File: src/design/segment_axis_angle_defines.svh
// ----------------------------------------------------------------------------
// Assertion macros for the segment axis-angle block
// Shared concurrent assertion forms, clocked and disabled during reset.
// ----------------------------------------------------------------------------
`ifndef SEGMENT_AXIS_ANGLE_DEFINES_SVH
`define SEGMENT_AXIS_ANGLE_DEFINES_SVH

// Same-cycle implication, checked at every rising edge out of reset.
`define SAS_ASSERT_IMPLY(lbl, clk, rst_n, ante, cons, msg) \
    lbl: assert property (@(posedge clk) disable iff (!rst_n) (ante) |-> (cons)) \
        else $error(msg);

// Next-cycle implication, checked at every rising edge out of reset.
`define SAS_ASSERT_NEXT(lbl, clk, rst_n, ante, cons, msg) \
    lbl: assert property (@(posedge clk) disable iff (!rst_n) (ante) |=> (cons)) \
        else $error(msg);

`endif

File: src/design/sas_pkg.sv
// ----------------------------------------------------------------------------
// Segment axis-angle package
// Widths, angle constants, the CORDIC step table and the sideband flag type.
// ----------------------------------------------------------------------------
package sas_pkg;

    // Datapath widths of the CORDIC cells.
    localparam int XW = 36;
    localparam int ZW = 34;

    // Axis output format: Q2.14.
    localparam int AXIS_FRAC = 14;
    localparam int AXIS_ONE  = 16384;

    // Angles in degrees, Q.24.
    localparam logic signed [ZW-1:0] DEG90_Q24  = 34'sd1509949440;
    localparam logic signed [ZW-1:0] DEG180_Q24 = 34'sd3019898880;

    // Flags of one segment that travel beside the arithmetic.
    typedef struct packed {
        logic dx_neg;
        logic dy_neg;
        logic dz_pos;
        logic degen;
    } t_flags;

    // atan(2^-k) in degrees, scaled by 2^24.
    function automatic logic [29:0] f_step_deg(input logic [4:0] k);
        logic [29:0] v;
        case (k)
            5'd0:    v = 30'd754974720;
            5'd1:    v = 30'd445687602;
            5'd2:    v = 30'd235489088;
            5'd3:    v = 30'd119537938;
            5'd4:    v = 30'd60000934;
            5'd5:    v = 30'd30029717;
            5'd6:    v = 30'd15018523;
            5'd7:    v = 30'd7509720;
            5'd8:    v = 30'd3754917;
            5'd9:    v = 30'd1877466;
            5'd10:   v = 30'd938734;
            5'd11:   v = 30'd469367;
            5'd12:   v = 30'd234684;
            5'd13:   v = 30'd117342;
            5'd14:   v = 30'd58671;
            5'd15:   v = 30'd29335;
            5'd16:   v = 30'd14668;
            5'd17:   v = 30'd7334;
            5'd18:   v = 30'd3667;
            5'd19:   v = 30'd1833;
            5'd20:   v = 30'd917;
            5'd21:   v = 30'd458;
            5'd22:   v = 30'd229;
            5'd23:   v = 30'd115;
            5'd24:   v = 30'd57;
            5'd25:   v = 30'd29;
            5'd26:   v = 30'd14;
            5'd27:   v = 30'd7;
            5'd28:   v = 30'd4;
            5'd29:   v = 30'd2;
            5'd30:   v = 30'd1;
            default: v = 30'd0;
        endcase
        return v;
    endfunction

endpackage

File: src/design/sas_cordic_cell.sv
// ----------------------------------------------------------------------------
// Segment axis-angle CORDIC cell
// One vectoring rotation step with the angle accumulated in degrees.
// ----------------------------------------------------------------------------
module sas_cordic_cell #(
    parameter int K = 0
) (
    input  logic                         i_clk,
    input  logic                         i_en,
    input  logic signed [sas_pkg::XW-1:0] i_x,
    input  logic signed [sas_pkg::XW-1:0] i_y,
    input  logic signed [sas_pkg::ZW-1:0] i_z,
    output logic signed [sas_pkg::XW-1:0] o_x,
    output logic signed [sas_pkg::XW-1:0] o_y,
    output logic signed [sas_pkg::ZW-1:0] o_z
);

    import sas_pkg::*;

    logic signed [XW-1:0] w_xs;
    logic signed [XW-1:0] w_ys;
    logic signed [ZW-1:0] w_step;

    // Shifts truncate toward zero, so negative values shift as magnitudes.
    assign w_xs   = i_x[XW-1] ? -((-i_x) >>> K) : (i_x >>> K);
    assign w_ys   = i_y[XW-1] ? -((-i_y) >>> K) : (i_y >>> K);
    assign w_step = $signed(ZW'(f_step_deg(5'(K))));

    // Rotate toward the x axis, following the sign of y.
    always_ff @(posedge i_clk) begin
        if (i_en) begin
            if (i_y > 0) begin
                o_x <= i_x + w_ys;
                o_y <= i_y - w_xs;
                o_z <= i_z + w_step;
            end else begin
                o_x <= i_x - w_ys;
                o_y <= i_y + w_xs;
                o_z <= i_z - w_step;
            end
        end
    end

endmodule

File: config.mk
export PLATFORM = sky130hd
export DESIGN_NAME = sas_cordic_cell
export DESIGN_NICKNAME = d
export VERILOG_FILES = /design/src/design/segment_axis_angle_defines.svh /design/src/design/sas_pkg.sv /design/src/design/sas_cordic_cell.sv
export SDC_FILE = /design/constraint.sdc
export NUM_CORES = 1
export LEC_CHECK = 0
export ABC_AREA = 1
export BUFFER_PORTS_ARGS = -buffer_cell sky130_fd_sc_hd__buf_2
export CAP_MARGIN = 20
export CORE_ASPECT_RATIO = 0.5
export CORE_UTILIZATION = 45
export CTS_CLUSTER_SIZE = 28
export DETAILED_ROUTE_END_ITERATION = 6
export GPL_TIMING_DRIVEN = 0
export PLACE_DENSITY = 0.7
export SLEW_MARGIN = 20
export SYNTH_ARGS = -nofsm -noshare
export SYNTH_HDL_FRONTEND = slang
export SYNTH_SLANG_ARGS = --single-unit
File: constraint.sdc
create_clock -name i_clk -period 3.8 [get_ports i_clk]
set_clock_uncertainty 0.05 [all_clocks]
set_input_delay 1.14 -clock i_clk [delete_from_list [all_inputs] [get_ports i_clk]]
set_output_delay 1.14 -clock i_clk [all_outputs]
set_load 0.03 [all_outputs]
==> results.yml <==
run_status:
  status: "complete, but fails checks"
  violations: "negative setup slack"
grt:
  grt_max_degree: 80
  antenna_found_initial: 3
  grt_pass1_vias: 9908
  grt_usage_pct: 29.53
  overflow: 0
  grt_pass1_wl_um: 52410
timing:
  layout_setup_ws_ps: -100.4
  drv_slew: 0
  period_share_pct: 102.6
  period_needed_ps: 3900
  relSlewSlack_pct: 67.42
  hold_ws_ps: 872.8
  tightestPinTransition_ps: 488.2
  hold_viol: 0
  fmax_mhz: 256.4
  setup_viol: 26
  rsz0062_at_grt: "true"
power_and_ir_drop:
  vdd_drop_max_mv: 0.3285
  finalPower_mw: 5.488
  power_density_nw_per_um2: 357.5
  leakage_nw: 6.915
synth:
  ys_warn_count: 0
  mappedNetlistArea_um2: 10110
  ys_ff_latch: 105
  synth_top_cell_area_share_pct: 31.17
  synth_nets: 1626
  yosysUniqueCellTypes: 37
  synth-edff-count: 105
  synth_area_leaders: "edfxtp_1, nand2_1, ha_1"
  synthArstFlopShare_pct: 0
  yosysSeqAreaShare_pct: 31.17
  yosys.area.top_type: "edfxtp_1"
  avgSynthCellArea_um2: 7.049
  synth_common_cells: "nand2_1, nor2_1, inv_1"
  synth_ff_type: "edfxtp_1"
  yosysMostFrequentCell: "nand2_1"
  synthCells: 1435
worst_setup_path:
  setup.worst_path.end_class: "flop"
  worst_ep_required_time_ps: 3900
  cp_max_fo: 5
  critical_path_class: "in2reg"
  cp-start-kind: "primary input"
  worstPathArrival_ps: 4000
routing:
  drtIter0Drc: 1027
  antenna_left: 0
  drtPass1Iterations: 6
  vias: 11250
  routed_wl_um: 38030
  viasPerCell: 5.415
  drt-wirelength-per-cell_um: 18.31
  drc: 0
floorplan:
  rows: 38
  core_um2: 21870
  io_pins: 214
  die_h_um: 108.0
  dieWidth_um: 214.0
  dieArea_um2: 23120
  initial_core_util_pct: 46.25
placed_design:
  dpl.cell_count: 1949
  hpwl_um: 27240
  portBuffers: 213
  routabilityCongestion: 0.9343
hold_path:
  hp-class: "in2reg"
  hold_path_depth: 1
  worst_hold_path.endpoint: "o_z[22]"
  hold_path_startpoint: "i_z[22]"
cells_and_area:
  fin_cells: 2077
  drive_gt1_share_pct: 45.40
  synthToLayoutAreaGrowth_pct: 51.78
  utilization_pct: 70.19
  fin_nets: 1959
clocking:
  cts-root-buf: "clkbuf_16"
  clkTransAtPathRegs_ps: 80
  htree_num_levels: 3
  tritoncts: "built"
  cts_buffers: 9
  clock_path_buffers: 2
  clock_sinks: 105
  postCtsHoldBufs: 0
job:
  maxCapViolations: 0
-- final cells by class --
| class | count | area (µm²) |
|---|---|---|
| sequential | 105 | 3153 |
| clock buffer | 9 | 225.2 |
| fill | 1686 | 6519 |
| tap | 300 | 375.4 |
| buffer | 7 | 98.84 |
| inverter | 191 | 734.5 |
| multi-input combinational | 1131 | 8596 |
| antenna | 4 | 10.01 |
| timing repair buffer | 323 | 2090 |
| clock inverter | 7 | 70.07 |
-- flip-flops by register name (all words and copies together), names as in the netlist --
register and flops:
o_y 36, o_z 34, o_x 35
-- through the flow --
step / instance area [µm²] / setup TNS [ps] / setup WS, ps
global route: 15350 / -4760 / -188.4
floorplan: 10150 / 0 / 1.514
global placement: 11590 / -44820 / -945.3
CTS: 12860 / 0 / 1.573
finish: 15350 / -1044 / -100.4
detailed placement: 11620 / -45440 / -956.7
-- critical path, stage by stage --
cell,delay (ps)
buf_2,180
nor2_4,110
nand2_2,90
nor2_4,130
nand2_4,90
nor2_4,150
nand2_4,100
nand2_4,130
buf_4,130
nor2_1,50
xor2_1,250
inv_1,110
ha_4,330
nand4_1,200
nor3_1,240
nand2_1,100
nand2_2,110
nand4_1,160
nand3_1,110
nand2_1,50
-- placed cells by master, fill, tap and decap left out, types with 8 or more instances in the layout --
master and count:
xor2_2 25, buf_6 9, nand2_1 259, nand3_2 11
inv_1 164, ha_4 43, nor3_1 17, xnor2_2 15
clkbuf_16 12, nor2_4 36, a21oi_4 17, o21ai_0 11
nand3_1 61, nand2_4 27, a21oi_1 36, xnor2_1 14
nand2_2 90, ha_2 14, inv_2 23, o21ai_2 18
nand4_1 21, buf_4 111, ha_1 23, nor2_1 134
buf_2 195, a21oi_2 54, xor2_1 53, o21ai_1 25
nor2_2 46, edfxtp_1 105, nor3_2 13, buf_8 8
a21o_1 12
-- cells by family (layout without fill, tap and decap cells) --
kind of cell,after synthesis,after routing,synth area share (%)
xor gates and xnor gates,109,109,9.438
DFF,105,105,31.17
other,0,4,0
and+or+nand+nor,734,735,29.84
AOI/OAI and AO/OA,204,204,11.22
adders and majority gates,83,83,10.49
buffers and inverters,200,537,7.843
-- worst max path at each step --
stage | from | endpoint | slack (ps) | cells after the start
floorplan | i_y[1] | o_y[23] | 2 | 22
global placement | i_y[1] | o_y[35] | -950 | 24
detailed placement | i_y[1] | o_y[35] | -960 | 24
CTS | i_y[26] | o_x[35] | 2 | 25
global route | i_y[5] | o_y[35] | -190 | 23
finish | i_y[5] | o_y[31] | -100 | 20
-- report_power, final --
group,switching (mW),internal [mW],total (mW)
combinational,1.85,1.10,2.95
sequential,0.0466,1.54,1.59
clock,0.494,0.456,0.951
total,2.39,3.09,5.49
-- timing repair --
item | 4_1_cts | 5_1_grt
endpoints found under the setup margin | 59 | 47
gates resized for setup | 152 | 500
pin swaps | 52 | 166
cloned | 1 | 4
buffers inserted | 39 | 66
-- per-layer routing --
metal	GRT usage (%)	wire length, µm	part of all wire, %	vias up
li1	-	-	-	5373
met1	42.65	17490	46	5290
met2	45.20	17020	45	496
met3	5.176	2454	6.5	87
met4	8.222	1061	2.8	0
met5	0	0	0	-
(Power assumes the default switching activity.)
