File: src/design/segment_axis_angle_defines.svh
// ----------------------------------------------------------------------------
// Assertion macros for the segment axis-angle block
// Shared concurrent assertion forms, clocked and disabled during reset.
// ----------------------------------------------------------------------------
`ifndef SEGMENT_AXIS_ANGLE_DEFINES_SVH
`define SEGMENT_AXIS_ANGLE_DEFINES_SVH

// Same-cycle implication, checked at every rising edge out of reset.
`define SAS_ASSERT_IMPLY(lbl, clk, rst_n, ante, cons, msg) \
    lbl: assert property (@(posedge clk) disable iff (!rst_n) (ante) |-> (cons)) \
        else $error(msg);

// Next-cycle implication, checked at every rising edge out of reset.
`define SAS_ASSERT_NEXT(lbl, clk, rst_n, ante, cons, msg) \
    lbl: assert property (@(posedge clk) disable iff (!rst_n) (ante) |=> (cons)) \
        else $error(msg);

`endif

File: src/design/sas_sqrt_cell.sv
// ----------------------------------------------------------------------------
// Segment axis-angle square root cell
// Decides one root bit of a restoring digit-by-digit square root.
// ----------------------------------------------------------------------------
module sas_sqrt_cell #(
    parameter int NW = 66,
    parameter int RW = 33,
    parameter int B  = 0
) (
    input  logic          i_clk,
    input  logic          i_en,
    input  logic [NW-1:0] i_rem,
    input  logic [RW-1:0] i_root,
    output logic [NW-1:0] o_rem,
    output logic [RW-1:0] o_root
);

    localparam int TW = (NW > RW + B + 2) ? NW : RW + B + 2;

    logic [TW-1:0] w_trial;
    logic [TW-1:0] w_rem;

    // (root + 2^B)^2 - root^2 = root * 2^(B+1) + 2^(2B).
    assign w_trial = (TW'(i_root) << (B + 1)) | (TW'(1) << (2 * B));
    assign w_rem   = TW'(i_rem);

    always_ff @(posedge i_clk) begin
        if (i_en) begin
            if (w_rem >= w_trial) begin
                o_rem  <= NW'(w_rem - w_trial);
                o_root <= i_root | (RW'(1) << B);
            end else begin
                o_rem  <= i_rem;
                o_root <= i_root;
            end
        end
    end

endmodule

File: config.mk
export PLATFORM = sky130hd
export DESIGN_NAME = sas_sqrt_cell
export DESIGN_NICKNAME = d
export VERILOG_FILES = /design/src/design/segment_axis_angle_defines.svh /design/src/design/sas_sqrt_cell.sv
export SDC_FILE = /design/constraint.sdc
export NUM_CORES = 1
export LEC_CHECK = 0
export BUFFER_PORTS_ARGS = -buffer_cell sky130_fd_sc_hd__buf_4
export CAP_MARGIN = 20
export CORE_MARGIN = 4
export CORE_UTILIZATION = 50
export CTS_CLUSTER_DIAMETER = 60
export DETAILED_ROUTE_END_ITERATION = 7
export PLACE_DENSITY = 0.79
export SLEW_MARGIN = 30
export SYNTH_ARGS = -nofsm -noshare
export SYNTH_HDL_FRONTEND = slang
export SYNTH_SLANG_ARGS = --single-unit
File: constraint.sdc
create_clock -name i_clk -period 8.77 [get_ports i_clk]
set_input_delay 0.4385 -clock i_clk [delete_from_list [all_inputs] [get_ports i_clk]]
set_output_delay 0.4385 -clock i_clk [all_outputs]
set_load 0.05 [all_outputs]
==> summary.md, run 1 <==
| Metric | Value |
|---|---|
| Hold-critical path depth | 1 |
| Number of max-cap violations | 0 |
| Ranking of synthesized cells by area | edfxtp_1 (48%), ha_1 (6.9%), a21oi_1 (5.0%) |
| Met1 Use GR | 0.287 |
| Number of nets in the layout | slightly above 900 |
| DR vias | 5265 |
| # DRC | 0 |
| Site row count | 40 |
| Met2 Use GR | 0.391 |
| Post-CTS setup repair buffer count | 0 |
| Leakage | 3.47 nW |
| Hold Vio Cnt, Final | 0 |
| Setup Viol. Count Final | 0 |
| Worst min path class | input port to flop |
| Worst path cell trace | buf_4 -> ha_1 -> nand4_1 -> nor3_1 -> o31a_1 -> o21ai_0 -> a2111o_1 -> nand3_2 -> buf_4 -> nand2_2 -> nor4_1 -> xor2_1 |
| Design area | ~8000 um2 |
| Layout cells sized above 1 | 0.298 |
| HP Start | i_root[8] |
| TritonCTS buffer count | 9 |
| Hold Path End | o_root[8]$_DFFE_PP_ |
| Global-route usage over all layers | 0.234 |
| Clock net sink count | 99 |
| Met3 Resource Use GR | 0.0518 |
| Hold buffers post-CTS | 0 |
| Setup Crit Path Kind | input port to flop |
| WL final | 16400 um |
| CP max stage delay | 510 ps |
| Cell variety after synth | 54 |
| First-pass DRT Iterations | 5 |
| Relative slew slack | 0.347 |
| Sequential-to-total area share from yosys stat | 0.483 |
| Placed cell areas | 7720 um2 |
| Largest net degree at the start of global routing | 51 |
| Initial DRC count | about 340 |
| Register area | 2970 um2 |
| Post-Syn Area | 6150 um2 |
| Pwr per Cell Area | between 150 and 200 nW/um2 |
| H-Tree Depth | 3 |
| I/O Buffers | 199 |
| Die Span Y | 119 um |
| Startpoint Class | input port |
| Antenna-violating nets left | 0 |
| Core ar. | ~12000 um2 |
| #FFs+latches synth | 99 |
| Clock Tree Buf Depth | 2 |
| DIE AREA | 14100 um2 |
| Detailed Place HPWL | between 10000 and 15000 um |
| Worst-path clk slew | about 60 ps |
| Worst-path maximum fanout | 38 |
| Multi-input gate area | 2920 um2 |
| Final hold slack | 271 ps |
| Status | complete, no violations |
| Cell taking the most area after synthesis | edfxtp_1 |
| Worst Setup End Kind | flop |
| Fin. max-slew vios | 0 |
| Post-Synthesis Cells | 587 |
| I/O pins | 200 |
| Yosys warning total | 0 |
| Crit path DAT | just under 4000 ps |
| GR Overflow Total | 0 |
| VDD IR max | 126 uV |
| # fillers | 961 |
| Final min period | 3840 ps |
| Syn Area/Cell | 10.5 um2 |
| Vias in the first global route | 5372 |
| Tcrit/Tclk final | 0.437 |
| Avg WL per Cell | 17.8 um |
| First-pass GRT wire length | 26600 um |
| CP Data Required Time | 8850 ps |
| Die width | 119 um |
| Area growth syn-to-layout | 30.0% |
| Fmax achieved | 0.261 GHz |
| Total Power | between 0.001 and 0.0015 W |
| Root buf cell | clkbuf_16 |
| Initial Utilization | 0.512 |
| Leading register cell type out of synthesis | edfxtp_1 |
| Post-synth ARST share | 0 |
| CTS tree | done |
| Most frequent CP cell | buf_4 |
| RSZ-0062 raised after global routing | false |
| Worst Max-Slew Pin Slew | 966 ps |
| Setup_tns | 0 ps |
| Placer Congestion | 0.906 |
| Initial antenna violation count | 0 |
| Number of synthesized flops with an enable pin | roughly 100 |
| Slowest CP cell | a2111o_1 |
| CTS resizes | 0 |
| Antenna cells | 0 |
| Vias/cell | 5.69 |
| Mapped Nets | 723 |
| Busiest layer in global routing | met2 |
| Post-synth top area share | 0.483 |
[power by group]
part	internal, W	leakage [nW]	switching [W]	total (W)
clock network	0.000216	0.136	0.000164	0.000381
logic	0.000174	2.36	0.000336	0.000510
registers	0.000585	0.969	0.0000149	0.000600
total	0.000976	3.47	0.000516	0.00149
[Yosys cell counts (2+ instances only)]
cell       instances
or3_1              9
a31oi_1            4
nand3_2            2
mux2_4             2
clkbuf_1          17
a21oi_1           61
o21a_1             3
a2111o_1           3
nand4_1           12
xor2_1            33
inv_1             38
and3_1             3
nor3_1            21
nor2b_1            7
nor4_1             9
buf_6              4
nor4_2             4
a21o_1            25
buf_2              2
xnor2_1           29
o31a_1             2
edfxtp_1          99
ha_1              34
nand2_1           26
o211ai_1           5
o21bai_1           5
nand3b_1           3
o21ai_0           16
mux2_2             2
a2111oi_0          2
or4_1              7
nand3_1           13
nand2b_1           4
a211oi_1           4
nor2_1            57
or4_4              2
[per-layer routing]
| metal | share of wire | vias up |
|---|---|---|
| li1 | - | 2533 |
| met1 | 0.41 | 2463 |
| met4 | 0.034 | 0 |
| met2 | 0.48 | 229 |
| met5 | 0 | - |
| met3 | 0.071 | 40 |
[per-stage QoR]
stage	setup slack, ps	instances	utilization
after global placement	4800	911	0.643
after detailed placement	4660	911	0.643
after CTS	5010	925	0.666
after floorplan	5460	587	-
after global routing	4700	925	0.666
final	4930	925	0.666
[worst max path at each step]
stage / start / slack [ps] / cells past startpoint / to
global route: i_root[18] / 4700 / 12 / o_rem[62]$_DFFE_PP_
floorplan: i_root[1] / 5460 / 11 / o_rem[64]$_DFFE_PP_
global placement: i_rem[39] / 4800 / 11 / o_rem[62]$_DFFE_PP_
CTS: i_rem[39] / 5010 / 11 / o_rem[60]$_DFFE_PP_
finish: i_rem[10] / 4930 / 12 / o_rem[62]$_DFFE_PP_
detailed placement: i_rem[39] / 4660 / 11 / o_rem[60]$_DFFE_PP_
[state kept, by name (all words and copies together) (netlist names)]
signal and count:
o_rem 66, o_root 33
[cells by family (layout without fill, tap and decap cells)]
kind of cell    count (synthesis)  in the layout  share of synthesized area
buf+inv                        62            253                     0.0431
fa+ha+maj                      35             35                     0.0724
simple gates                  187            187                      0.165
xor+xnor                       62             62                     0.0882
flops                          99             99                      0.483
mux                             4              4                    0.00854
compound gates                138            138                      0.139
[placed cells by master, fill, tap and decap left out, types with 5 or more instances in the layout]
master | netlist | routed
nor2_1 | 57 | 57
or3_1 | 9 | 9
buf_4 | 0 | 201
o211ai_1 | 5 | 5
nor3_1 | 21 | 21
edfxtp_1 | 99 | 99
a21o_1 | 25 | 25
nor2b_1 | 7 | 7
nand3_1 | 13 | 13
a21oi_1 | 61 | 61
ha_1 | 34 | 34
o21bai_1 | 5 | 5
xnor2_1 | 29 | 29
inv_1 | 38 | 38
or4_1 | 7 | 7
xor2_1 | 33 | 33
nand2_1 | 26 | 26
nor4_1 | 9 | 9
nand4_1 | 12 | 12
clkbuf_16 | 0 | 9
o21ai_0 | 16 | 16
[worst max-delay path: cells and delay by family]
family,cells,cell delay (ps)
adders and majority gates,1,390
AOI/OAI and AO/OA,3,880
and+or+nand+nor,5,1470
xor gates and xnor gates,1,120
buffers and inverters,2,610
[final cells by class]
cell class | count | share of cell area
inverter | 38 | 0.0178
timing repair buffer | 201 | 0.189
clock inverter | 4 | 0.00548
multi-input combinational | 426 | 0.365
clock buffer | 10 | 0.0286
tap | 147 | 0.0230
sequential | 99 | 0.372
No activity file was read; power rests on OpenSTA's default activity.
==> inputs of run 2 (changes only) <==
clock period = 3.6 ns   (was 8.77 ns; I/O delays follow)
==> run 2 against run 1 <==
Worst hold slack worse by 260 ps. Via count grew 0.36%. Design area up 1.1%. Final cell count is 0.97% higher. Clock power grew 150%. Non-clock buffer count grew 7. Critical path type unchanged. Largest power group unchanged.
==> summary.md, run 2 (synthesis results as in run 1) <==
| Metric | Value |
|---|---|
| Startpoint Class | input port |
| Pwr per Cell Area | 453 nW/um2 |
| Antenna-violating nets left | 0 |
| Setup Crit Path Kind | input port to flop |
| First-pass GRT wire length | 26500 um |
| CTS tree | done |
| I/O Buffers | 199 |
| Number of nets in the layout | 918 |
| Worst Setup End Kind | flop |
| Layout Utilization | 0.673 |
| DP Cell Count | 914 |
| Relative slew slack | 0.409 |
| Core ar. | 12000 um2 |
| DR vias | 5284 |
| Fin. max-slew vios | 0 |
| Worst-path clk slew | 60 ps |
| Placer Congestion | 0.920 |
| Worst Setup EP | o_rem[26]$_DFFE_PP_ |
| First-pass DRT Iterations | 5 |
| Worst min path class | input port to flop |
| Area growth syn-to-layout | 31.4% |
| Fmax achieved | 0.295 GHz |
| Detailed Place HPWL | 12800 um |
| Crit path DAT | 3500 ps |
| Global-route usage over all layers | 0.232 |
| Commonest non-fill, non-tap cell in the layout | buf_4 |
| Initial antenna violation count | 0 |
| Root buf cell | clkbuf_16 |
| Final min period | roughly 3400 ps |
| RSZ-0062 raised after global routing | true |
| Final hold slack | ~15 ps |
| Largest net degree at the start of global routing | 96 |
| Tcrit/Tclk final | 0.943 |
| Metal2 WL | roughly 8000 um |
| CP Data Required Time | 3700 ps |
| Avg WL per Cell | 17.7 um |
| I/O pins | 200 |
| CP Launch Point | i_root[8] |
| Leakage | 3.50 nW |
| H-Tree Depth | 3 |
| Reg with most FFs | o_rem |
| Max reg flops | 66 |
| Post-CTS setup repair buffer count | 0 |
| Total Power | 0.00366 W |
| Max Used Layer | met4 |
| Die Span Y | 119 um |
| Most frequent cells in the layout | buf_4 (202), edfxtp_1 (99), a21oi_1 (61), nor2_1 (57), inv_1 (38) |
| Layout Cells excl Fill | about 930 |
| VDD IR max | 305 uV |
| Metal-1 WL | 6880 um |
| Layout cells sized above 1 | 0.302 |
| Setup Viol. Count Final | 0 |
| Clock Tree Buf Depth | 2 |
| Die width | 119 um |
| TritonCTS buffer count | 9 |
| Hold Vio Cnt, Final | 0 |
| # DRC | 0 |
| Wire length on met3 | around 1200 um |
| Antenna cells | 0 |
| Status | complete, no violations |
| Number of max-cap violations | 0 |
| Site row count | 40 |
| Vias in the first global route | roughly 5400 |
| Initial Utilization | 0.512 |
| Worst Max-Slew Pin Slew | slightly below 900 ps |
| Worst-path maximum fanout | 32 |
| Initial DRC count | about 330 |
| GR Overflow Total | 0 |
| DIE AREA | 14100 um2 |
| Vias/cell | 5.66 |
| Biggest regs | o_rem x66, o_root x33 |
| Clock net sink count | 99 |
| WL final | 16500 um |
run 2: metal layers:
layer / GRT usage / vias up
met4: 0.0883 / 0
li1: - / 2550
met3: 0.0608 / 28
met5: 0 / -
met1: 0.294 / 2443
met2: 0.380 / 263
run 2: worst max-delay path, cell delays in order:
cell and delay (ps):
dlygate4sd3_1 540, buf_4 110, inv_1 30, ha_1 390
nand4_1 270, nor3_1 230, o31a_1 170, o21ai_0 160
a2111o_1 500, nand3_2 220, buf_4 350, mux2_4 330
run 2: stage by stage:
step	setup TNS, ps	setup WS [ps]	instance area, um2
after floorplan	0	551	6150
after global placement	0	260	7750
after detailed placement	0	181	7750
after CTS	0	106	8070
after global routing	-6.72	-6.72	8090
final	0	206	8090
run 2: how the worst min path moves through the flow:
stage,start,end,slack [ps],cells after the start
after floorplan,i_root[10],o_root[10]$_DFFE_PP_,280,0
after global placement,i_root[1],o_root[1]$_DFFE_PP_,370,1
after detailed placement,i_root[12],o_root[12]$_DFFE_PP_,370,1
after CTS,i_root[3],o_root[3]$_DFFE_PP_,0.3,1
after global routing,i_root[12],o_root[12]$_DFFE_PP_,1,1
final,i_root[18],o_root[18]$_DFFE_PP_,10,1
run 2: area by class of cell:
cell class,count,area (um2)
Clock buffer,9,225
Clock inverter,7,58.8
Fill cell,941,3930
Inverter,38,143
Multi-Input combinational cell,426,2920
Sequential cell,99,2970
Tap cell,147,184
Timing Repair Buffer,208,1580
run 2: timing repair:
action | in CTS | in global routing
endpoints found under the hold margin | 4 | 0
endpoints found under the setup margin | 0 | 5
hold buffers | 4 | 0
gates resized for setup | 0 | 3
run 2: where the power goes:
part / internal [W] / switching (W) / leakage [nW] / total, W
registers: 0.00143 / 0.0000370 / 0.969 / 0.00146
logic: 0.000429 / 0.000823 / 2.40 / 0.00125
clock network: 0.000529 / 0.000417 / 0.138 / 0.000946
