<file path="src/design/segment_axis_angle_defines.svh">
// ----------------------------------------------------------------------------
// Assertion macros for the segment axis-angle block
// Shared concurrent assertion forms, clocked and disabled during reset.
// ----------------------------------------------------------------------------
`ifndef SEGMENT_AXIS_ANGLE_DEFINES_SVH
`define SEGMENT_AXIS_ANGLE_DEFINES_SVH

// Same-cycle implication, checked at every rising edge out of reset.
`define SAS_ASSERT_IMPLY(lbl, clk, rst_n, ante, cons, msg) \
    lbl: assert property (@(posedge clk) disable iff (!rst_n) (ante) |-> (cons)) \
        else $error(msg);

// Next-cycle implication, checked at every rising edge out of reset.
`define SAS_ASSERT_NEXT(lbl, clk, rst_n, ante, cons, msg) \
    lbl: assert property (@(posedge clk) disable iff (!rst_n) (ante) |=> (cons)) \
        else $error(msg);

`endif

</file>
<file path="src/design/sas_norm_cell.sv">
// ----------------------------------------------------------------------------
// Segment axis-angle normalizer cell
// One step of the joint scaling that brings the largest magnitude into [2^30, 2^31).
// ----------------------------------------------------------------------------
module sas_norm_cell #(
    parameter int LANES = 2,
    parameter int K     = 0
) (
    input  logic                   i_clk,
    input  logic                   i_en,
    input  logic [LANES-1:0][31:0] i_v,
    output logic [LANES-1:0][31:0] o_v
);

    logic [31:0] w_or;
    logic        w_sh;

    // The OR of all lanes is below a power of two exactly when the largest is.
    always_comb begin
        w_or = '0;
        for (int l = 0; l < LANES; l++) w_or = w_or | i_v[l];
    end

    generate
        if (K == 0) begin : g_right
            // A magnitude of 2^31 or more takes one truncating right shift.
            assign w_sh = w_or[31];
        end else begin : g_left
            // Shift left by K when the result still stays below 2^31.
            assign w_sh = (w_or[31 -: K+1] == '0);
        end
    endgenerate

    always_ff @(posedge i_clk) begin
        if (i_en) begin
            for (int l = 0; l < LANES; l++) begin
                if (w_sh) o_v[l] <= (K == 0) ? (i_v[l] >> 1) : (i_v[l] << K);
                else      o_v[l] <= i_v[l];
            end
        end
    end

endmodule

</file>
<file path="config.mk">
export PLATFORM = sky130hd
export DESIGN_NAME = sas_norm_cell
export DESIGN_NICKNAME = d
export VERILOG_FILES = /design/src/design/segment_axis_angle_defines.svh /design/src/design/sas_norm_cell.sv
export SDC_FILE = /design/constraint.sdc
export NUM_CORES = 1
export LEC_CHECK = 0
export ABC_AREA = 0
export CAP_MARGIN = 10
export CORE_UTILIZATION = 54
export DETAILED_ROUTE_END_ITERATION = 7
export DONT_BUFFER_PORTS = 1
export HOLD_SLACK_MARGIN = 0.1
export PLACE_DENSITY_LB_ADDON = 0.2
export SLEW_MARGIN = 30
export SYNTH_ARGS = -nofsm -noshare
export SYNTH_HDL_FRONTEND = slang
export SYNTH_SLANG_ARGS = --single-unit
</file>
<file path="constraint.sdc">
create_clock -name i_clk -period 2.6 [get_ports i_clk]
set_input_delay 0.13 -clock i_clk [delete_from_list [all_inputs] [get_ports i_clk]]
set_output_delay 0.13 -clock i_clk [all_outputs]
set_load 0.03 [all_outputs]
</file>
==> run metrics, run 1 <==
highest metal used=met4; commonest cells in the netlist=64 x edfxtp_1, 55 x mux2_2, 6 x clkbuf_8; Clk pwr share=30.7%; FF+latch count, synth=64; Post-CTS Repair Setup Buffers=0; Max Slew Vio Count=0; DP HPWL=about 3100 um; Cell Count Post-Placement=201; P_sw=0.662 mW; RSZ-0062 raised after global routing=false; number of port buffers=0; CP startpoint kind=input pin; core area=4790 um^2; Final Hold Fails=0; initial antenna violation count=0; Synth Instances=136; setup TNS after final layout=0 ps; CP Capture Type=flip-flop; Die Y=73.2 um; max reg flops=64; worst hold path depth=2; sequential power share=a little under 60%; Pwr per Cell Area=around 650 nW/um^2; placed cell areas=2780 um^2; vias=1588; IO Pins=130; cell taking the most area after synthesis=edfxtp_1; Yosys top cell area share=70.3%; clock root buffer master=clkbuf_8; largest registers=o_v: 64 flops; endpoints failing setup=0; Row Count=25; vias in the first global route=~1800; Vias/cell=5.12; arrival time worst endpoint=roughly 2000 ps; Mean Syn Cell Area=between 20 and 25 um^2; number of synthesis warnings=0; # DRC=0; pin count of the biggest net entering global routing=65; Synth area leaders=edfxtp_1 70%, mux2_2 23%, clkbuf_8 3.0%, mux2_4 2.7%, nor2_4 0.41%; max-cap viol count=0; Initial DRC Count=67; post-route cell area=3900 um^2; FMAX=524 MHz; Worst-Margin Slew=752 ps; switching share of power=26.1%; fin crit period=1910 ps; Setup CP Type=in2reg; cell-internal power=1.88 mW; Core Util, Final=between 80% and 90%; Initial Util=around 57%; Num CTS Buffers=9; total power=2.54 mW; combinational share of power=10.9%; Largest Register=o_v; post-synthesis sequential area ratio=70.3%; Worst Hold Class=in2reg; Final Non-Filler Cells=just over 300; drt total wl=5840 um; asr flop ratio synth=0%; metal3 WL=419 um; Nets=304; CTS tree=done; # diodes=0; EDFF count, synth=64; Synth Flop Type=edfxtp_1; Avg WL per Cell=18.8 um; clk buf depth=2; CTS clk-pin slew, worst paths=60 ps; post-cts resize count=0; fraction of layout cells with a size suffix above 1=32.1%; most frequent cell after synthesis=edfxtp_1; maximum vdd drop=504 uV; H-tree depth=3; grt ovf=0; DIE WIDTH=73.2 um; Rel. slew slack=49.8%; RD Place Congestion=~0.73; Die ar.=5350 um^2; Synth Cell Area=roughly 2700 um^2; CP Max Fanout=27; status=complete, no violations; M1 wire length=about 1900 um; leakage=1.40 nW; Num Clock Sinks=64; GRT Util Overall=approximately 23%; Syn-to-layout area delta=42.7%; global-route wire length before repair=8580 um; antenna-violating nets left=0; DRT Pass-1 Iters=4; detailed route wirelength on metal2=roughly 3400 um; CP required=2660 ps; Cell variety after synth=9; fin crit share=73.4%
[power groups by stage]
| stage | Sequential, mW | Clock [mW] | Combinational [mW] |
|---|---|---|---|
| after global routing | 1.49 | 0.825 | 0.297 |
| after detailed placement | 1.50 | 0 | 0.115 |
| final | 1.48 | 0.781 | 0.277 |
| after CTS | 1.48 | 0.792 | 0.269 |
| after global placement | 1.50 | 0 | 0.108 |
| after floorplan | 1.49 | 0 | 0.107 |
[cell families (layout without fill, tap and decap cells)]
group	count (synthesis)	count (layout)	share of synthesized area (%)
multiplexers	60	60	25.4
AO/OA/AOI/OAI	2	2	0.503
AND/OR/NAND/NOR	1	1	0.412
other	1	2	0.137
flip-flops	64	64	70.3
buffers and inverters	8	114	3.29
[per-layer routing]
metal  up-vias  global-route usage, %
met5         -                      0
met3        11                   7.87
met2        77                   43.8
met4         0                   10.2
li1        737                      -
met1       763                   20.9
[critical path, stage by stage]
cell and delay (ps):
nor2_4 580, buf_4 350, mux2_2 360, dlygate4sd3_1 550
[area by class of cell]
| class | instances | area (um^2) |
|---|---|---|
| repair buffers | 96 | 983 |
| flip-flops and latches | 64 | 1920 |
| multi-input cells | 65 | 727 |
| inverters | 2 | 7.51 |
| clock buffers | 11 | 131 |
| well taps | 67 | 83.8 |
| fillers | 250 | 883 |
| clock inverters | 5 | 47.5 |
[layout by cell type, fill, tap and decap left out]
master,count
clkbuf_8,9
clkinv_2,2
a21o_2,1
buf_4,2
inv_1,2
buf_16,1
o21ai_0,1
mux2_4,5
mux2_2,55
edfxtp_1,64
bufinv_16,1
nor2_4,1
clkinv_1,2
dlygate4sd3_1,92
clkbuf_1,2
conb_1,2
buf_12,1
[worst paths after layout]
kind | startpoint | endpoint | slack (ps)
max | i_v[63] | o_v[39] | 690
min | i_v[30] | o_v[30] | 130
[repair_timing]
item,CTS,global route
setup endpoints to repair,0,0
hold endpoints to repair,126,0
hold buffers,93,0
[per-stage QoR]
step / setup slack [ps] / hold slack [ps]
floorplan: 1520 / 242
global placement: 981 / 246
detailed placement: 923 / 247
CTS: 723 / 108
global route: 583 / 126
finish: 692 / 133
(Power assumes the default switching activity.)
==> run 2: changes to the inputs <==
==> constraint.sdc (replaced) <==
create_clock -name i_clk -period 1.9 [get_ports i_clk]
set_input_delay 0.095 -clock i_clk [delete_from_list [all_inputs] [get_ports i_clk]]
set_output_delay 0.095 -clock i_clk [all_outputs]
set_load 0.03 [all_outputs]
==> run 2 against run 1 <==
Against the previous run: the run now ends with negative hold slack left; power is 35% higher; clock power rose by 36%; via count up 0.31%; sequential power grew 37%; highest routed layer unchanged; worst setup slack worse by 230 ps; critical endpoint is now o_v[14]; largest cell class unchanged; sequential share of layout area up 0.59 points.
==> run metrics, run 2 (synthesis results as in run 1) <==
critical-path cell list=dlygate4sd3_1 > mux2_2 > dlygate4sd3_1; clock root buffer master=clkbuf_8; smallest hold slack=-122 ps; H-tree depth=3; Worst Hold Class=in2reg; # diodes=0; CP Max Fanout=2; Hold Buf Count CTS=91; CTS clk-pin slew, worst paths=around 70 ps; HP Start=i_en; Num Clock Sinks=64; CP required=a little under 2000 ps; Pwr per Cell Area=approximately 890 nW/um^2; fin crit period=approximately 1400 ps; antenna-violating nets left=0; max-cap viol count=0; # DRC=0; Avg WL per Cell=19.6 um; global-route wire length before repair=roughly 8700 um; worst hold path depth=0; FMAX=693 MHz; failing checks=negative hold slack; core area=between 4000 and 5000 um^2; pin count of the biggest net entering global routing=65; Num CTS Buffers=9; Layout fillers=250; Initial Util=approximately 57%; grt ovf=0; CP Capture Type=flip-flop; Max Slew Vio Count=0; fin crit share=75.9%; status=finished, violations left; maximum vdd drop=approximately 540 uV; RSZ-0062 raised after global routing=false; CTS tree=done; drt total wl=6010 um; IO Pins=130; Row Count=25; commonest non-fill, non-tap cell in the layout=dlygate4sd3_1; most frequent cells in the layout=91 x dlygate4sd3_1, 64 x edfxtp_1, 55 x mux2_2, 9 x clkbuf_8, 5 x mux2_4; Syn-to-layout area delta=41.0%; Die ar.=5350 um^2; RD Place Congestion=0.701; DP HPWL=3020 um; Setup CP Type=in2reg; endpoints failing setup=0; Die Y=~73 um; Final Hold Fails=64; Worst Hold Path EP=o_v[20]; post-cts resize count=0; slowest stage delay, CP=570 ps; Slowest cell on crit path=dlygate4sd3_1; vias in the first global route=1770; Initial DRC Count=98; max reg flops=64; Vias/cell=5.19; fraction of layout cells with a size suffix above 1=a little under a third; arrival time worst endpoint=roughly 1500 ps; critical path buffer and inverter count=2; setup TNS after final layout=0 ps; leakage=1.38 nW; Post-CTS Repair Setup Buffers=0; Nets=301; DRT Pass-1 Iters=4; number of port buffers=0; vias=1593; GRT Util Overall=23.8%; cell mode on critical path=dlygate4sd3_1; DIE WIDTH=around 73 um; largest registers=o_v: 64 flops; CP startpoint kind=input pin; Top delay family on crit path=buffers and inverters; clk buf depth=2; Largest Register=o_v; initial antenna violation count=0
## run 2: final cells by class
| type | instances | area, um^2 | area share, % |
|---|---|---|---|
| clock inverters | 6 | 50.0 | 1.30 |
| repair buffers | 93 | 938 | 24.3 |
| inverters | 2 | 7.51 | 0.195 |
| multi-input cells | 65 | 727 | 18.9 |
| clock buffers | 10 | 128 | 3.31 |
| flip-flops and latches | 64 | 1920 | 49.8 |
| well taps | 67 | 83.8 | 2.17 |
## run 2: how the worst max path moves through the flow
stage / end / start / cells after the start / slack [ps]
2_1_floorplan: o_v[1] / i_v[63] / 3 / 850
3_3_place_gp: o_v[60] / i_v[63] / 3 / 820
3_5_place_dp: o_v[35] / i_v[63] / 3 / 780
4_1_cts: o_v[29] / i_v[29] / 3 / 520
5_1_grt: o_v[14] / i_v[15] / 3 / 450
6_report: o_v[14] / i_v[15] / 3 / 460
## run 2: power breakdown
group	leakage, nW	total (mW)	internal (mW)	switching (mW)
Clock	0.0902	1.06	0.586	0.477
Combinational	0.661	0.347	0.248	0.0996
Sequential	0.627	2.03	1.72	0.310
Total	1.38	3.44	2.55	0.886
## run 2: routing by layer
layer / global-route usage, % / wire length, um / vias up
met4: 14.8 / 193 / 0
met2: 43.6 / 3360 / 87
met1: 22.1 / 1980 / 754
met3: 8.70 / 471 / 19
li1: - / - / 733
met5: 0 / 0 / -
## run 2: stage by stage
step	total power [mW]	cells	util [%]	setup slack (ps)	instance area, um^2
3_5_place_dp	2.21	200	57.8	778	2770
5_1_grt	3.55	307	80.6	448	3860
6_report	3.44	307	80.6	457	3860
4_1_cts	3.44	307	80.6	517	3860
2_1_floorplan	2.18	137	-	854	2740
3_3_place_gp	2.20	200	57.8	818	2770
==> run 3: changes to the inputs <==
==> constraint.sdc (replaced) <==
create_clock -name i_clk -period 1.45 [get_ports i_clk]
set_input_delay 0.0725 -clock i_clk [delete_from_list [all_inputs] [get_ports i_clk]]
set_output_delay 0.0725 -clock i_clk [all_outputs]
set_load 0.03 [all_outputs]
==> run 3 against run 2 <==
Against the previous run: the flow still finishes with violations (negative hold slack); final cell count grew 2.6%; combinational power grew 37%; count of clock-buffer cells in the layout shrank 1; core utilization grew 1.8 points; sequential cell count is the same; via count grew 1.9%; die area is the same; critical path depth is the same; routed wire length shrank 1.8%; global-route usage shrank 1.1 points; power grew 31%; highest routed layer unchanged.
==> run metrics, run 3 (synthesis results as in run 1) <==
CP required=1510 ps; number of port buffers=0; CP startpoint kind=input pin; Post-CTS Repair Setup Buffers=0; CP Max Fanout=2; endpoints failing setup=0; global-route wire length before repair=8630 um; FMAX=708 MHz; RD Place Congestion=just over 0.7; Top delay family on crit path=buffers and inverters; Slowest cell on crit path=dlygate4sd3_1; cell mode on critical path=dlygate4sd3_1; DRT Pass-1 Iters=4; vias in the first global route=roughly 1800; Die Y=73.2 um; Vias/cell=5.15; Layout fillers=approximately 270; max-cap viol count=0; # diodes=0; CTS clk-pin slew, worst paths=70 ps; DIE WIDTH=73.2 um; H-tree depth=3; setup TNS after final layout=0 ps; RSZ-0062 raised after global routing=false; grt ovf=0; status=finished, violations left; Hold Buf Count CTS=100; Initial Util=57.2%; leakage=between 1 and 1.5 nW; maximum vdd drop=736 uV; Final Hold Fails=64; commonest non-fill, non-tap cell in the layout=dlygate4sd3_1; fin crit share=97.4%; Initial DRC Count=70; GRT Util Overall=22.7%; critical-path cell list=dlygate4sd3_1 > mux2_2 > dlygate4sd3_1; Max Slew Vio Count=0; Worst Hold Class=in2reg; drt total wl=between 5000 and 6000 um; CTS tree=done; fin crit period=between 1000 and 1500 ps; Worst Setup Slack post-DPL=309 ps; vias=approximately 1600; arrival time worst endpoint=around 1500 ps; Row Count=25; fraction of layout cells with a size suffix above 1=between 30% and 40%; Avg WL per Cell=18.7 um; slowest stage delay, CP=about 570 ps; Die ar.=5350 um^2; most frequent cells in the layout=100 x dlygate4sd3_1, 64 x edfxtp_1, 55 x mux2_2, 9 x clkbuf_8, 5 x mux2_4; pin count of the biggest net entering global routing=65; DP HPWL=3080 um; antenna-violating nets left=0; Setup CP Type=in2reg; Nets=310; Setup WS post-layout=38.3 ps; Num CTS Buffers=9; clock root buffer master=clkbuf_8; smallest hold slack=-137 ps; Syn-to-layout area delta=44.2%; critical path buffer and inverter count=2; initial antenna violation count=0; CP Capture Type=flip-flop; Largest Register=o_v; max reg flops=64; clk buf depth=2; failing checks=negative hold slack; Pwr per Cell Area=1140 nW/um^2; # DRC=0; Num Clock Sinks=64; IO Pins=130; largest registers=o_v: 64 flops; core area=between 4000 and 5000 um^2; post-cts resize count=0
==> run 3: cell types whose count changed in the layout (fill, tap and decap cells not counted) <==
| cell | delta |
|---|---|
| clkinv_1 | -1 |
| dlygate4sd3_1 | +9 |
| clkinv_2 | +1 |
| clkbuf_1 | -1 |
==> run 3: final cells by class <==
cell class                 instances  area [um^2]  share of cell area [%]
multi-input combinational         65          727                    18.4
sequential                        64         1920                    48.7
clock inverter                     6         51.3                    1.30
clock buffer                       9          124                    3.14
inverter                           2         7.51                   0.190
tap                               67         83.8                    2.13
timing repair buffer             102         1030                    26.1
==> run 3: path summary, 6_finish.rpt <==
check,start,end,slack (ps),cells past startpoint
setup / recovery,i_v[51],o_v[50],40,3
hold / removal,i_en,o_v[23],-140,0
==> run 3: power by group <==
group          internal [mW]  switching, mW  total, mW
registers               2.25          0.407       2.66
clock network          0.761          0.617       1.38
logic                  0.347          0.128      0.476
total                   3.36           1.15       4.51
==> run 3: through the flow <==
stage	utilization (%)	area, um^2	hold slack [ps]	total power, mW	std cells
2_1_floorplan	-	2740	185	2.86	137
3_3_place_gp	57.8	2770	189	2.88	200
3_5_place_dp	57.8	2770	189	2.90	200
4_1_cts	82.4	3940	-155	4.51	315
5_1_grt	82.4	3940	-161	4.66	315
6_report	82.4	3940	-137	4.51	315
==> run 3: layer usage <==
| metal | up-vias | track usage (%) | share of wire [%] |
|---|---|---|---|
| met1 | 785 | 20.3 | 33 |
| met3 | 10 | 7.04 | 6.9 |
| met4 | 0 | 11.1 | 2.2 |
| met2 | 80 | 44.8 | 57 |
| met5 | - | 0 | 0 |
| li1 | 748 | - | - |
