## src/design/segment_axis_angle_defines.svh

```systemverilog
// ----------------------------------------------------------------------------
// Assertion macros for the segment axis-angle block
// Shared concurrent assertion forms, clocked and disabled during reset.
// ----------------------------------------------------------------------------
`ifndef SEGMENT_AXIS_ANGLE_DEFINES_SVH
`define SEGMENT_AXIS_ANGLE_DEFINES_SVH

// Same-cycle implication, checked at every rising edge out of reset.
`define SAS_ASSERT_IMPLY(lbl, clk, rst_n, ante, cons, msg) \
    lbl: assert property (@(posedge clk) disable iff (!rst_n) (ante) |-> (cons)) \
        else $error(msg);

// Next-cycle implication, checked at every rising edge out of reset.
`define SAS_ASSERT_NEXT(lbl, clk, rst_n, ante, cons, msg) \
    lbl: assert property (@(posedge clk) disable iff (!rst_n) (ante) |=> (cons)) \
        else $error(msg);

`endif

```

## src/design/sas_div_cell.sv

```systemverilog
// ----------------------------------------------------------------------------
// Segment axis-angle divider cell
// Decides one quotient bit of a restoring divide, for several lanes at once.
// ----------------------------------------------------------------------------
module sas_div_cell #(
    parameter int LANES = 2,
    parameter int NW    = 46,
    parameter int QW    = 15,
    parameter int DW    = 33,
    parameter int B     = 0
) (
    input  logic                   i_clk,
    input  logic                   i_en,
    input  logic [LANES-1:0][NW-1:0] i_rem,
    input  logic [LANES-1:0][QW-1:0] i_quo,
    input  logic [DW-1:0]          i_div,
    output logic [LANES-1:0][NW-1:0] o_rem,
    output logic [LANES-1:0][QW-1:0] o_quo,
    output logic [DW-1:0]          o_div
);

    localparam int TW = (NW > DW + B) ? NW : DW + B;

    logic [TW-1:0] w_trial;

    assign w_trial = TW'(i_div) << B;

    // Subtract the shifted divisor wherever it fits.
    always_ff @(posedge i_clk) begin
        if (i_en) begin
            o_div <= i_div;
            for (int l = 0; l < LANES; l++) begin
                if (TW'(i_rem[l]) >= w_trial) begin
                    o_rem[l] <= NW'(TW'(i_rem[l]) - w_trial);
                    o_quo[l] <= i_quo[l] | (QW'(1) << B);
                end else begin
                    o_rem[l] <= i_rem[l];
                    o_quo[l] <= i_quo[l];
                end
            end
        end
    end

endmodule

```

## config.mk

```make
export PLATFORM = sky130hd
export DESIGN_NAME = sas_div_cell
export DESIGN_NICKNAME = d
export VERILOG_FILES = /design/src/design/segment_axis_angle_defines.svh /design/src/design/sas_div_cell.sv
export SDC_FILE = /design/constraint.sdc
export NUM_CORES = 1
export LEC_CHECK = 0
export BUFFER_PORTS_ARGS = -buffer_cell sky130_fd_sc_hd__buf_2
export CORE_ASPECT_RATIO = 0.5
export CORE_MARGIN = 2
export CORE_UTILIZATION = 52
export DETAILED_ROUTE_END_ITERATION = 10
export GPL_TIMING_DRIVEN = 0
export PLACE_DENSITY = 0.82
export SYNTH_ARGS = -nofsm -noshare
export SYNTH_HDL_FRONTEND = slang
export SYNTH_SLANG_ARGS = --single-unit
```

## constraint.sdc

```tcl
create_clock -name i_clk -period 5.5 [get_ports i_clk]
set_clock_uncertainty 0.1 [all_clocks]
set_input_delay 0.275 -clock i_clk [delete_from_list [all_inputs] [get_ports i_clk]]
set_output_delay 0.275 -clock i_clk [all_outputs]
set_load 0.01 [all_outputs]
```

==> flow_summary.ini, run 1 <==
[status]
status = complete, no violations

[min_path]
hp-class = in2reg

[routing]
drt-total-wl_mm = 29.15
drt_drc_violations_left = 0
drt_pass1_iterations = 5
ant_nets = 0
avgRoutedWirePerCell_um = 19.03
via_per_inst = 5.635
num_vias = 8633
drt_iter0_drc = 651

[power]
p_leak_uw = 0.005451
peakVddDrop_mv = 0.2348
powerDensity_nw_per_um2 = 293.6

[synth]
synth_edf_count = 155
synth_xor_area_share_pct = 7.967
synth-adder-area-share_pct = 9.158
ys_warn_count = 0
avgSynthCellArea_um2 = 10.63
syn-instance-count = 889
ys_ff_latch = 155
yosys.area_share.simple_pct = 12.53
ys.flop_type = edfxtp_1
synth.distinct_cells = 58
synth_top_family_by_area = compound AO/OA/AOI/OAI gates
synth_area_um2 = 9454
synth-compound-area-share_pct = 16.36
synthArstFlopShare_pct = 0
synth_nets = 1114
synth_mux_area_share_pct = 1.654
seq_area_frac_synth_pct = 49.23

[grt]
grt_overflow = 0
grt_pass1_wl_mm = 45.08
grt_start_max_net_pins = 86
antenna_found_initial = 4
grt_pass1_vias = 8590
grt_use_total_pct = 30.00

[job]
maxCapViolations = 0

[worst_setup_path]
worst-path-max-fanout = 10
cp.required_ns = 5.56
cp-end-kind = flop
cp-start-kind = input pin
cp.arrival_ns = 4.96
critPathKind = in2reg

[placement]
port_buffers = 310
place_hpwl_mm = 22.06
gp_congestion = 0.9122

[layout]
layout_commonest_cell = buf_2
layout_common_cells = buf_2, edfxtp_1, a21oi_1
syn_to_final_growth_pct = 33.11
finalNetCount = 1506
final_layout_size_suffix_gt1_share_pct = 29.21
utilization_pct = 71.63

[timing]
worst_slew_pin_slew_ns = 0.9330
tns_ns = 0
finalCritPeriodShare_pct = 89.22
fin_crit_ns = 4.907
drv_slew = 0
rsz0062_at_grt = no
hold_viol = 0
setup_viol = 0
maxSlewHeadroom_pct = 37.27
fmax_mhz = 203.8

[cts]
clk_pin_slew_worst_paths_ns = 0.06
cts_max_level = 4
postCtsSetupBuffers = 0
root_buffer = clkbuf_16
cts_tree = built
cts_buffers = 17
cts_buffer_depth = 2
cts_sinks = 155

[floorplan]
initial_utilization_pct = 53.81
chipHeight_um = 99.35
num_rows = 34
fp.dieW_um = 194.7
core_area_um2 = 17570
die-area_um2 = 19340
ioPinCount = 312
worst max-delay path, cell delays in order:
cell and delay, ns:
dlygate4sd3_1 0.55, buf_2 0.14, inv_1 0.10, ha_1 0.23, clkbuf_1 0.21, a211oi_1 0.30
o211ai_1 0.14, a221oi_1 0.38, nand3_1 0.30, a2111oi_0 0.70, o21bai_1 0.24, a211o_1 0.40
a21bo_2 0.24, buf_2 0.21, clkbuf_1 0.31, nor2_1 0.17, a21oi_1 0.06
path summary, 6_finish.rpt:
path  startpoint   endpoint  slack (ns)  cells after the start
min    i_quo[15]  o_quo[15]        0.01                      2
max    i_div[13]  o_rem[69]        0.59                     17
per-stage QoR:
stage               std cells  total power (µW)  instance area (µm²)  hold WS [ns]  worst slack [ns]
floorplan                 889              2037                 9454        0.2739             1.889
global placement         1433              2361                11300        0.3518            0.9836
detailed placement       1434              2387                11330        0.3534            0.9290
CTS                      1528              3688                12570      0.006922            0.8101
global route             1531              3833                12580       0.02409            0.3205
finish                   1532              3695                12580       0.01404            0.5929
state kept, by name, indices dropped and copies added (netlist names):
signal,flops
o_div,33
o_quo,30
o_rem,92
where the power goes:
part | internal (µW) | switching, µW
registers | 1480 | 35.9
logic | 388 | 519
clock network | 765 | 511
cells by family after synthesis:
kind of cell | after synthesis
AOI/OAI and AO/OA | 254
and+or+nand+nor | 238
DFF | 155
xor gates and xnor gates | 86
buffers and inverters | 74
adders and majority gates | 68
muxes | 14
what timing repair did:
| item | CTS | global route |
|---|---|---|
| hold buffers | 62 | 0 |
| hold endpoints to repair | 62 | 0 |
| gates resized for setup | 0 | 0 |
routing by layer:
metal	GRT usage [%]	share of wire (%)	vias up
li1	-	-	4119
met1	38.40	42	4040
met2	50.21	47	411
met3	6.307	8.3	63
met4	12.72	3.0	0
met5	0	0	-
final cells by class:
cell class              count  area [µm²]
inverters                  48       180.2
clock inverters            13       188.9
plain buffers              26       112.6
flip-flops and latches    155        4654
fillers                  1268        4985
diodes                      4       10.01
repair buffers            373        2206
multi-input cells         660        4507
well taps                 234       292.8
clock buffers              19       432.9
synthesized netlist by cell type, types with 2 or more instances:
cell / number / area share [%]
mux2_2: 13 / 1.5
and4_1: 2 / 0.19
nand4_1: 16 / 1.1
nand2_1: 64 / 2.5
xnor2_1: 50 / 4.6
nor3_1: 20 / 1.1
edfxtp_1: 155 / 49
nor2_1: 58 / 2.3
ha_1: 66 / 8.7
a31oi_1: 6 / 0.40
a221oi_1: 2 / 0.19
o21a_1: 8 / 0.64
or2_2: 5 / 0.33
o21bai_1: 8 / 0.64
a211o_1: 2 / 0.19
o31ai_1: 7 / 0.56
nor4_1: 5 / 0.33
and2_1: 5 / 0.33
nor3_2: 4 / 0.42
o21ai_0: 66 / 3.5
xor2_1: 36 / 3.3
buf_2: 6 / 0.32
clkbuf_1: 19 / 0.75
nand2b_1: 9 / 0.60
fa_1: 2 / 0.42
and3_1: 5 / 0.33
a211oi_1: 6 / 0.48
inv_1: 48 / 1.9
nand3_1: 19 / 1.0
a21o_1: 35 / 2.8
or4_1: 3 / 0.24
or3_1: 11 / 0.73
a21oi_1: 91 / 4.8
o211ai_1: 7 / 0.56
o31a_1: 2 / 0.19
a2111oi_0: 3 / 0.28
a21bo_2: 2 / 0.21
nor2b_1: 3 / 0.20
No activity file was read; power rests on OpenSTA's default activity.
==> run 2: changes to the inputs <==
==> constraint.sdc (replaced) <==
create_clock -name i_clk -period 5.5 [get_ports i_clk]
set_clock_uncertainty 0.1 [all_clocks]
set_input_delay 1.1 -clock i_clk [delete_from_list [all_inputs] [get_ports i_clk]]
set_output_delay 1.1 -clock i_clk [all_outputs]
set_load 0.01 [all_outputs]
==> flow_summary.ini, run 2 (synthesized netlist as in run 1, its figures left out) <==
[status]
status = complete, no violations

[cts]
cts-hold-fix-buffers = 0
postCtsSetupBuffers = 0
cts_buffers = 17
cts_buffer_depth = 2
root_buffer = clkbuf_16
cts_tree = built
cts_sinks = 155
clk_pin_slew_worst_paths_ns = 0.07
cts_resized = 0
cts_max_level = 4

[layout]
finalNetCount = 1444
largest_reg_flops = 92
layout_commonest_cell = buf_2
largestRegisters = o_rem (92), o_div (33), o_quo (30)
final_layout_size_suffix_gt1_share_pct = 30.68
layout_common_cells = buf_2, edfxtp_1, a21oi_1
fin_area_um2 = 11960
syn_to_final_growth_pct = 26.55
utilization_pct = 68.10
stdcell_count = 1470
top_register = o_rem

[floorplan]
core_area_um2 = 17570
die-area_um2 = 19340
num_rows = 34
initial_utilization_pct = 53.81
fp.dieW_um = 194.7
chipHeight_um = 99.35
ioPinCount = 312

[power]
p_leak_uw = 0.005192
powerDensity_nw_per_um2 = 305.3
peakVddDrop_mv = 0.2345

[timing]
fin_ws_ns = 0.3207
finalCritPeriodShare_pct = 94.17
fmax_mhz = 193.1
worst_slew_pin_slew_ns = 0.8770
rsz0062_at_grt = no
setup_viol = 0
fin_crit_ns = 5.179
hold_viol = 0
tns_ns = 0
maxSlewHeadroom_pct = 41.53
drv_slew = 0

[placement]
gp_congestion = 0.9122
dpl_cell_area_um2 = 11330
place_hpwl_mm = 22.06
port_buffers = 310
pre_cts_ws_ns = 0.1040
dp.cells = 1434

[routing]
via_per_inst = 5.757
wirelength_met1_mm = 11.68
avgRoutedWirePerCell_um = 19.17
wl_met3_mm = 2.555
top_layer = met4
drt-total-wl_mm = 28.18
drt_drc_violations_left = 0
drt_iter0_drc = 605
num_vias = 8463
ant_nets = 0
drt_pass1_iterations = 5
wl_met2_mm = 13.22

[grt]
antenna_found_initial = 3
grt_pass1_wl_mm = 43.44
grt_start_max_net_pins = 86
grt_pass1_vias = 8228
grt_overflow = 0
grt_use_total_pct = 28.90

[worst_setup_path]
cp-end-kind = flop
cp.arrival_ns = 5.23
worst-path-max-fanout = 10
cp.required_ns = 5.55
cp-start-kind = input pin
critPathKind = in2reg

[min_path]
hp-class = in2reg

[job]
maxCapViolations = 0
## run 2: cell types whose count changed in the layout (fill, tap and decap cells not counted)
cell,delta
dlygate4sd3_1,-62
## run 2: area by class of cell
cell class / count / area, µm²
Antenna cell: 4 / 10.01
Buffer: 26 / 112.6
Clock buffer: 19 / 432.9
Clock inverter: 13 / 188.9
Fill cell: 1357 / 5605
Inverter: 48 / 180.2
Multi-Input combinational cell: 660 / 4507
Sequential cell: 155 / 4654
Tap cell: 234 / 292.8
Timing Repair Buffer: 311 / 1585
## run 2: critical path, stage by stage
cell and delay, ns:
buf_2 0.11, inv_1 0.10, ha_1 0.23, clkbuf_1 0.21, a211oi_1 0.30, o211ai_1 0.14, a221oi_1 0.37, nand3_1 0.31
a2111oi_0 0.74, o21bai_1 0.23, a211o_1 0.40, a21bo_2 0.25, buf_2 0.21, clkbuf_1 0.31, nor2_1 0.17, a21oi_1 0.06
## run 2: power breakdown
| group | internal (µW) | switching, µW |
|---|---|---|
| registers | 1480 | 35.0 |
| logic | 359 | 509 |
| clock network | 765 | 508 |
## run 2: stage by stage
stage                     power [µW]  hold slack, ns
after floorplan                 2037           1.099
after global placement          2361           1.177
after detailed placement        2387           1.178
after CTS                       3653          0.7336
after global routing            3791          0.7297
final                           3653          0.7447
## run 2: path summary, 6_finish.rpt
path              startpoint        end  slack (ns)  depth (start not counted)
setup / recovery   i_div[13]  o_rem[69]        0.32                         16
hold / removal     i_quo[18]  o_quo[18]        0.74                          1
## run 2: layer usage
layer	up-vias	global-route usage, %
li1	3999	-
met1	3962	37.77
met2	450	47.84
met3	52	6.612
met4	0	10.36
met5	-	0
==> run 3: changes to the inputs <==
CORE_UTILIZATION = 47   (was 52)
CTS_CLUSTER_DIAMETER = 120   (was not set)
PLACE_DENSITY = 0.78   (was 0.82)
SETUP_SLACK_MARGIN = 0.1   (was not set)
clock period = 4.6 ns   (was 5.5 ns; I/O delays follow)
==> flow_summary.ini, run 3 (synthesized netlist as in run 1, its figures left out) <==
[power]
p_leak_uw = 0.005218
powerDensity_nw_per_um2 = 357.8
peakVddDrop_mv = 0.2408

[grt]
grt_pass1_wl_mm = 42.39
grt_pass1_vias = 7909
antenna_found_initial = 4
grt_overflow = 0
grt_start_max_net_pins = 91
grt_use_total_pct = 25.72

[routing]
drt_iter0_drc = 643
ant_nets = 0
drt-total-wl_mm = 27.71
num_vias = 8260
drt_pass1_iterations = 5
avgRoutedWirePerCell_um = 18.44
drt_drc_violations_left = 0
via_per_inst = 5.496

[floorplan]
ioPinCount = 312
core_area_um2 = 19590
fp.dieW_um = 204.6
die-area_um2 = 21330
initial_utilization_pct = 48.25
num_rows = 36
chipHeight_um = 104.3

[layout]
fin_area_um2 = 12050
final_layout_size_suffix_gt1_share_pct = 31.69
largestRegisters = o_rem (92), o_div (33), o_quo (30)
layout_common_cells = buf_2, edfxtp_1, a21oi_1
finalNetCount = 1446
n_fill_cell = 1651
top_register = o_rem
largest_reg_flops = 92
syn_to_final_growth_pct = 27.48
multi_input_comb_area_um2 = 4559
regArea_um2 = 4654
layout_commonest_cell = buf_2

[cts]
cts_max_level = 4
cts_buffer_depth = 2
root_buffer = clkbuf_16
clk_pin_slew_worst_paths_ns = 0.07
cts_buffers = 17
cts_sinks = 155
cts_tree = built

[placement]
place_hpwl_mm = 21.83
port_buffers = 310
dpl_cell_area_um2 = 11370
gp_congestion = 0.9268

[worst_setup_path]
critPathKind = in2reg
cp.arrival_ns = 4.39
slowest_stage = a2111oi_4
cp.required_ns = 4.66
worst-path-max-fanout = 10
cp_cell_sequence = buf_2 > inv_1 > ha_1 > clkbuf_1 > a211oi_1 > o211ai_1 > a221oi_2 > nand3_2 > a2111oi_4 > o21bai_1 > a211o_1 > a21bo_2 > buf_2 > buf_2 > nor2_1 > a21oi_1
cpPeakStageDelay_ns = 0.44
cp-end-kind = flop
crit_path_frequent_cell = buf_2
cp-start-kind = input pin

[timing]
maxSlewHeadroom_pct = 43.39
fmax_mhz = 231.1
fin_crit_ns = 4.327
fin_hold_ws_ns = 0.5538
drv_slew = 0
setup_viol = 0
tns_ns = 0
rsz0062_at_grt = no
hold_viol = 0
worst_slew_pin_slew_ns = 0.8491
finalCritPeriodShare_pct = 94.06

[min_path]
hp-class = in2reg

[status]
status = complete, no violations

[job]
maxCapViolations = 0
==> run 3: per-layer routing <==
layer	vias up	part of all wire, %	track usage, %
li1	3988	-	-
met1	3919	44	33.96
met2	313	47	41.26
met3	38	6.8	6.579
met4	2	2.1	8.385
met5	-	0.047	0
==> run 3: worst paths after layout <==
check  depth (start not counted)  slack (ns)         to      start
max                           16        0.27  o_rem[71]  i_div[13]
min                            1        0.55  o_quo[12]  i_quo[12]
==> run 3: per-stage QoR <==
step,utilization (%),setup WS [ns],total power (µW),instances
floorplan,-,0.3436,2435,889
global placement,57.87,-0.5545,2824,1465
detailed placement,58.04,-0.5900,2848,1466
CTS,61.16,0.1040,4321,1498
global route,61.49,0.09542,4488,1502
finish,61.51,0.2731,4312,1503
==> run 3: power breakdown <==
part	leakage [µW]	internal (µW)	switching [µW]	total, µW
Sequential	0.00152	1760	41.8	1810
Clock	0.000286	854	614	1470
Combinational	0.00341	436	601	1040
Total	0.00522	3050	1260	4310
==> run 3: cell type report <==
class	count	area share [%]
flip-flops and latches	155	38.62
multi-input cells	660	37.83
repair buffers	313	13.28
clock buffers	17	3.530
well taps	266	2.762
inverters	48	1.495
clock inverters	15	1.422
plain buffers	26	0.9967
diodes	3	0.06229
==> run 3: worst max-delay path: cells and delay by family <==
kind	cells	cell delay (ns)
compound gates	8	2.03
fa+ha+maj	1	0.23
simple gates	2	0.34
buf+inv	5	0.85
==> run 3: what timing repair did <==
item,4_1_cts,5_1_grt
endpoints found under the setup margin,31,71
setup buffers,0,2
pin swaps,0,4
resized for setup,4,18
cloned,0,0
hold buffers,0,0
